## config.mk

```make
export PLATFORM = sky130hd
export DESIGN_NAME = nfa_membership_stepper_unit
export DESIGN_NICKNAME = d
export VERILOG_FILES = /design/src/nfams_pkg.sv /design/src/nfa_membership_stepper_unit.sv
export SDC_FILE = /design/constraint.sdc
export NUM_CORES = 2
export LEC_CHECK = 0
export BUFFER_PORTS_ARGS = -buffer_cell sky130_fd_sc_hd__clkbuf_2
export CAP_MARGIN = 0
export CELL_PAD_IN_SITES_DETAIL_PLACEMENT = 0
export CELL_PAD_IN_SITES_GLOBAL_PLACEMENT = 2
export CORE_MARGIN = 2
export CORE_UTILIZATION = 48
export DETAILED_ROUTE_END_ITERATION = 10
export PLACE_DENSITY = 0.94
export SETUP_SLACK_MARGIN = 0.02
export SLEW_MARGIN = 15
export SYNTH_ARGS = -nofsm -noshare
export SYNTH_HDL_FRONTEND = slang
export SYNTH_SLANG_ARGS = --single-unit
```

## constraint.sdc

```tcl
create_clock -name clk_i -period 8.99 [get_ports clk_i]
set_input_delay 2.697 -clock clk_i [delete_from_list [all_inputs] [get_ports clk_i]]
set_output_delay 2.697 -clock clk_i [all_outputs]
set_load 0.02 [all_outputs]
```

## src/nfams_pkg.sv

```systemverilog
// Package for the bit-parallel NFA word acceptor.
// Holds default sizes, function codes, register indexes and reset values.
// No dependencies.
package nfams_pkg;

  localparam int NUM_STATES_DEF    = 16;
  localparam int ALPHABET_SIZE_DEF = 4;

  localparam int FUNC_W     = 2;
  localparam int STATE_W    = 4;
  localparam int LETTER_W   = 8;
  localparam int ACT_OUT_W  = 16;
  localparam int CFG_IDX_W  = 2;
  localparam int CFG_DATA_W = 8;

  localparam logic [FUNC_W-1:0] FUNC_ADD_EDGE = 2'd0;
  localparam logic [FUNC_W-1:0] FUNC_MARK_ACC = 2'd1;
  localparam logic [FUNC_W-1:0] FUNC_BEGIN    = 2'd2;
  localparam logic [FUNC_W-1:0] FUNC_STEP     = 2'd3;

  localparam logic [CFG_IDX_W-1:0] CFG_START_STATE  = 2'd0;
  localparam logic [CFG_IDX_W-1:0] CFG_FIRST_LETTER = 2'd1;

  localparam logic [STATE_W-1:0]  START_STATE_RST  = 4'd0;
  localparam logic [LETTER_W-1:0] FIRST_LETTER_RST = 8'd97;

endpackage

```

## src/nfa_membership_stepper_unit.sv

```systemverilog
// Bit-parallel NFA word acceptor: input register, then result register to result_valid_o;
// one item accepted every cycle (busy_o is always low); the receiver cannot stall.
// Throughput is set by the single-pass next-state logic: an OR of the edge rows
// of all active states per letter, then a select by letter offset.
// Reset clears the edge table, accepting mask, active set and pipeline valids,
// and loads start state 0 and first_letter 97. Depends on nfams_pkg.
module nfa_membership_stepper_unit #(
  parameter int NUM_STATES    = nfams_pkg::NUM_STATES_DEF,
  parameter int ALPHABET_SIZE = nfams_pkg::ALPHABET_SIZE_DEF
) (
  input  logic                                clk_i,
  input  logic                                rst_ni,
  input  logic                                start_i,
  output logic                                busy_o,
  input  logic [nfams_pkg::FUNC_W-1:0]        func_i,
  input  logic [nfams_pkg::STATE_W-1:0]       src_state_i,
  input  logic [nfams_pkg::STATE_W-1:0]       dst_state_i,
  input  logic [nfams_pkg::LETTER_W-1:0]      letter_i,
  input  logic                                cfg_valid_i,
  output logic                                cfg_ready_o,
  input  logic [nfams_pkg::CFG_IDX_W-1:0]     cfg_index_i,
  input  logic [nfams_pkg::CFG_DATA_W-1:0]    cfg_data_i,
  output logic                                result_valid_o,
  output logic                                accepted_o,
  output logic [nfams_pkg::ACT_OUT_W-1:0]     active_set_o,
  output logic                                letter_out_of_range_o
);

  localparam int OFF_W = (ALPHABET_SIZE > 1) ? $clog2(ALPHABET_SIZE) : 1;

  // configuration
  logic [nfams_pkg::STATE_W-1:0]  init_state_q;
  logic [nfams_pkg::LETTER_W-1:0] first_letter_q;

  // input register
  logic                           itm_vld_q;
  logic [nfams_pkg::FUNC_W-1:0]   func_q;
  logic [nfams_pkg::STATE_W-1:0]  src_q;
  logic [nfams_pkg::STATE_W-1:0]  dst_q;
  logic [nfams_pkg::LETTER_W-1:0] letter_q;

  // automaton state
  logic [NUM_STATES-1:0] edge_q [NUM_STATES][ALPHABET_SIZE];
  logic [NUM_STATES-1:0] acc_q, acc_d;
  logic [NUM_STATES-1:0] act_q, act_d;

  // result register
  logic                           res_vld_q;
  logic                           res_acc_q;
  logic [nfams_pkg::ACT_OUT_W-1:0] res_act_q, res_act_d;
  logic                           res_oor_q, res_oor_d;

  // single-pass logic
  logic [nfams_pkg::LETTER_W:0] diff;
  logic                         in_win;
  logic [OFF_W-1:0]             off;
  logic [NUM_STATES-1:0]        col [ALPHABET_SIZE];
  logic [NUM_STATES-1:0]        step_set;
  logic                         src_ok;
  logic                         dst_ok;
  logic                         start_ok;
  logic                         edge_we;

  assign busy_o      = 1'b0;
  assign cfg_ready_o = 1'b1;

  always_comb begin
    diff     = {1'b0, letter_q} - {1'b0, first_letter_q};
    in_win   = !diff[nfams_pkg::LETTER_W] &&
               (diff[nfams_pkg::LETTER_W-1:0] < nfams_pkg::LETTER_W'(ALPHABET_SIZE));
    off      = diff[OFF_W-1:0];
    src_ok   = 32'(src_q) < 32'(NUM_STATES);
    dst_ok   = 32'(dst_q) < 32'(NUM_STATES);
    start_ok = 32'(init_state_q) < 32'(NUM_STATES);
    edge_we  = itm_vld_q && (func_q == nfams_pkg::FUNC_ADD_EDGE) && in_win && src_ok && dst_ok;
  end

  always_comb begin
    for (int a = 0; a < ALPHABET_SIZE; a++) begin
      col[a] = '0;
      for (int s = 0; s < NUM_STATES; s++) begin
        col[a] = col[a] | (edge_q[s][a] & {NUM_STATES{act_q[s]}});
      end
    end
    step_set = '0;
    for (int a = 0; a < ALPHABET_SIZE; a++) begin
      if (in_win && (off == OFF_W'(a))) begin
        step_set = step_set | col[a];
      end
    end
  end

  always_comb begin
    act_d     = act_q;
    acc_d     = acc_q;
    res_oor_d = 1'b0;
    case (func_q)
      nfams_pkg::FUNC_ADD_EDGE: begin
        res_oor_d = !in_win;
      end
      nfams_pkg::FUNC_MARK_ACC: begin
        if (src_ok) begin
          acc_d = acc_q | (NUM_STATES'(1) << src_q);
        end
      end
      nfams_pkg::FUNC_BEGIN: begin
        act_d = start_ok ? (NUM_STATES'(1) << init_state_q) : '0;
      end
      nfams_pkg::FUNC_STEP: begin
        act_d     = step_set;
        res_oor_d = !in_win;
      end
      default: begin
        act_d = act_q;
      end
    endcase
  end

  for (genvar i = 0; i < nfams_pkg::ACT_OUT_W; i++) begin : g_act_out
    if (i < NUM_STATES) begin : g_bit
      assign res_act_d[i] = act_d[i];
    end else begin : g_zero
      assign res_act_d[i] = 1'b0;
    end
  end

  always_ff @(posedge clk_i or negedge rst_ni) begin
    if (!rst_ni) begin
      init_state_q   <= nfams_pkg::START_STATE_RST;
      first_letter_q <= nfams_pkg::FIRST_LETTER_RST;
    end else if (cfg_valid_i && cfg_ready_o) begin
      case (cfg_index_i)
        nfams_pkg::CFG_START_STATE:  init_state_q   <= cfg_data_i[nfams_pkg::STATE_W-1:0];
        nfams_pkg::CFG_FIRST_LETTER: first_letter_q <= cfg_data_i;
        default: begin
          init_state_q <= init_state_q;
        end
      endcase
    end
  end

  always_ff @(posedge clk_i or negedge rst_ni) begin
    if (!rst_ni) begin
      itm_vld_q <= 1'b0;
    end else begin
      itm_vld_q <= start_i && !busy_o;
    end
  end

  always_ff @(posedge clk_i) begin
    if (start_i && !busy_o) begin
      func_q   <= func_i;
      src_q    <= src_state_i;
      dst_q    <= dst_state_i;
      letter_q <= letter_i;
    end
  end

  always_ff @(posedge clk_i or negedge rst_ni) begin
    if (!rst_ni) begin
      for (int s = 0; s < NUM_STATES; s++) begin
        for (int a = 0; a < ALPHABET_SIZE; a++) begin
          edge_q[s][a] <= '0;
        end
      end
      acc_q     <= '0;
      act_q     <= '0;
      res_vld_q <= 1'b0;
    end else begin
      res_vld_q <= itm_vld_q;
      if (itm_vld_q) begin
        acc_q <= acc_d;
        act_q <= act_d;
      end
      for (int s = 0; s < NUM_STATES; s++) begin
        for (int a = 0; a < ALPHABET_SIZE; a++) begin
          if (edge_we && (32'(src_q) == 32'(s)) && (off == OFF_W'(a))) begin
            edge_q[s][a] <= edge_q[s][a] | (NUM_STATES'(1) << dst_q);
          end
        end
      end
    end
  end

  always_ff @(posedge clk_i) begin
    if (itm_vld_q) begin
      res_acc_q <= |(act_d & acc_d);
      res_act_q <= res_act_d;
      res_oor_q <= res_oor_d;
    end
  end

  assign result_valid_o        = res_vld_q;
  assign accepted_o            = res_acc_q;
  assign active_set_o          = res_act_q;
  assign letter_out_of_range_o = res_oor_q;

endmodule
```

==> key figures <==
Final layout
  – Area Overhead vs Synth: 12.0%
  – Commonest non-fill, non-tap cell in the layout: dfrtp_1
  – Most frequent cells in the layout: 1050 x dfrtp_1, 748 x a21o_1, 254 x o21bai_1
  – Number of fill cells: around 8000
  – Register area: about 28000 sq um
  – Multi-input gate area: about 16000 sq um
  – Share of cells above drive strength 1: between 10% and 20%
  – Final net count: about 3700

Die
  – Die X: slightly above 300 um
  – Initial Util: about half
  – Cell Rows: around 110
  – Die H: 310 um
  – Die area: between 90000 and 100000 sq um
  – Core area: 93000 sq um
  – I/O Pins: 53

Synthesis
  – Yosys cell types: 65
  – Main synth FF type: dfrtp_1
  – Mapped Avg Cell Area: ~12 sq um
  – Asr flop ratio synth: roughly 97%
  – Synth Cell Area: 45000 sq um
  – #FFs+latches synth: ~1100
  – Post-Syn Nets: ~3700
  – Post-Synthesis Cells: 3651
  – Synth warnings: 0
  – Post-synth EDFFs: 36
  – Sequential share of the synthesized area: around three fifths

Clock network
  – Hold_buf cts: 0
  – # resized after CTS: 0
  – Clk Latency, worst-skew pair: 0.71 ns
  – CTS Buf Count: 111
  – H-tree depth: 3
  – TritonCTS Sinks: 1106
  – Clock Tree Root: clkbuf_16
  – Post-CTS setup buffers: 0
  – CTS max path bufs: 3
  – Register clock-pin slew on the reported worst setup and hold paths: about 0.060 ns
  – CTS tree: done

Drt
  – Vias per cell: 6.92
  – Routed WL: between 150000 and 200000 um
  – Antenna-violating nets left: 0
  – Remaining DRCs: 0
  – Vias: 34418
  – Iter 0 DRT Violations: between 4000 and 5000
  – DR pass1 iterations: 6
  – Wire length per cell: between 30 and 40 um

STA
  – Hold Violations, Final: 0
  – Final-report setup violation count: 0
  – F_max: 192 MHz
  – Tmin final: 5.20 ns
  – TNS Setup: 0 ns
  – Slew Limit Fails: 0
  – Least-Margin Pin Slew: ~1.3 ns
  – Slew HR: between 15 and 20%
  – Worst Clk Skew: 0.0275 ns
  – Final period util: between 50% and 60%
  – RSZ-0062 raised after global routing: false

Setup path
  – Crit Path Max Fanout: 46
  – Crit end category: flop
  – Crit path buf inv count: 2
  – Slowest stage delay, CP: 1.07 ns
  – Worst EP required: around 9.6 ns
  – Crit Path Class: flop to flop
  – Critical Path AT: 5.82 ns
  – CP Launch Type: flop
  – Worst-path cell chain: inv_1 > ha_1 > o31a_1 > a21oi_1 > a2111oi_1 > o2111ai_1 > nor3_2 > nand2_2 > nor3_4 > buf_4 > a21o_1
  – Delay-heaviest family, CP: simple AND/OR/NAND/NOR gates
  – Worst path slowest cell: nor3_4

Power and ir drop
  – PwrDens: 218 nW/um^2
  – Switch share: between 20% and 30%
  – Total net switching power: between 2 and 3 mW
  – P_int: roughly 8 mW
  – Clock power frac: about 44%
  – Total power: 11.0 mW
  – Maximum VDD drop: approximately 160 uV
  – Pleak: between 20 and 30 nW
  – Comb power frac: 8.5%
  – Reg power frac: 47.4%

GRT
  – First-pass GRT wire length: approximately 240000 um
  – Antenna violations before repair: 1
  – Vias in the first global route: 34379
  – Total grt overflow: 0
  – Largest net degree at the start of global routing: 188
  – Aggregate global-route resource usage: about a third

Placement
  – Final HPWL DP: approximately 90000 um
  – IO buf count: 50
  – RePlAce Congestion: 0.891

Status
  – Status: finished, final reports clean

Worst hold path
  – Worst Hold Class: flop to flop

Flow run
  – Max-Cap Viols: 0
## path summary, 6_finish.rpt
path	startpoint	endpoint	slack, ns	cells past startpoint
hold / removal	edge_q[497]$_DFFE_PN0P_	edge_q[497]$_DFFE_PN0P_	0.45	1
hold reg to reg	edge_q[497]$_DFFE_PN0P_	edge_q[497]$_DFFE_PN0P_	0.45	1
max in group asynchronous	rst_ni	edge_q[99]$_DFFE_PN0P_	5.25	2
min in group asynchronous	rst_ni	edge_q[1003]$_DFFE_PN0P_	2.04	1
setup reg to reg	first_letter_q[5]$_DFFE_PN1P_	edge_q[597]$_DFFE_PN0P_	3.79	11
setup / recovery	first_letter_q[5]$_DFFE_PN1P_	edge_q[597]$_DFFE_PN0P_	3.79	11
## metal layers
metal | GRT usage [%] | up-vias | wire [um]
met2 | 51.7 | 2229 | 71900
met4 | 18.0 | 2 | 10000
met1 | 47.6 | 17981 | 63400
li1 | - | 13697 | -
met3 | 8.10 | 509 | 18800
met5 | 0 | - | 13
## state kept, by name (all words and copies together) (netlist names)
register and count:
init_state_q 4, letter_out_of_range_o 1, active_set_o 16, act_q 16
itm_vld_q 1, func_q 2, acc_q 16, dst_q 4
result_valid_o 1, accepted_o 1, edge_q 1024, first_letter_q 8
src_q 4, letter_q 8
## logic make-up (layout without fill, tap and decap cells)
kind of cell,after synthesis,in the layout,share of synthesized area (%)
fa+ha+maj,13,13,0.378
other cells,2,5,0.0167
flops,1106,1106,61.9
simple gates,544,544,5.67
compound gates,1645,1645,28.2
xor+xnor,1,1,0.0195
mux,37,37,1.01
buf+inv,303,369,2.77
## metrics by stage
| stage | hold slack (ns) | utilization (%) | std cells | worst slack (ns) | cell area, sq um |
|---|---|---|---|---|---|
| floorplan | 0.423 | - | 3651 | 5.40 | 45000 |
| global placement | 0.434 | 50.1 | 4762 | 4.03 | 46600 |
| detailed placement | 0.440 | 50.1 | 4762 | 3.92 | 46600 |
| CTS | 0.453 | 54.2 | 4971 | 3.93 | 50400 |
| global route | 0.465 | 54.2 | 4971 | 3.62 | 50400 |
| finish | 0.454 | 54.2 | 4974 | 3.79 | 50400 |
## layout make-up
type | count | area share, %
Antenna cell | 3 | 0.0149
Clock buffer | 147 | 6.33
Clock inverter | 62 | 1.26
Inverter | 17 | 0.127
Multi-Input combinational cell | 2242 | 31.7
Sequential cell | 1106 | 55.4
Tap cell | 1254 | 3.11
Timing Repair Buffer | 143 | 2.07
## power by group through the flow
stage	clock [mW]	sequential (mW)	combinational (mW)
finish	4.85	5.22	0.930
global route	5.09	5.21	0.952
CTS	4.87	5.21	0.896
detailed placement	0	5.30	0.894
global placement	0	5.30	0.891
floorplan	0	5.18	0.423
## cell usage after synthesis (all sizes together) (5+ instances only)
master,instances,area [sq um]
o21ai,22,110
nand4,60,375
nor2b,14,87.6
or2,5,31.3
nand3,52,265
a41o,10,100
nand2,84,318
nand2b,17,106
a22oi,216,1620
dfrtp,1067,26700
a22o,129,1130
edfxtp,36,1080
nor2,251,942
mux2,29,327
a31o,30,263
ha,12,150
a222oi,28,280
and4,9,78.8
a21oi,29,145
or3,5,31.3
clkbuf,162,608
o21bai,254,1910
a21o,748,5620
inv,17,63.8
a2111oi,20,176
o22ai,12,75.1
a221oi,128,1120
nor3,21,126
buf,124,576
Note: power is estimated with default switching activity, not from simulation.
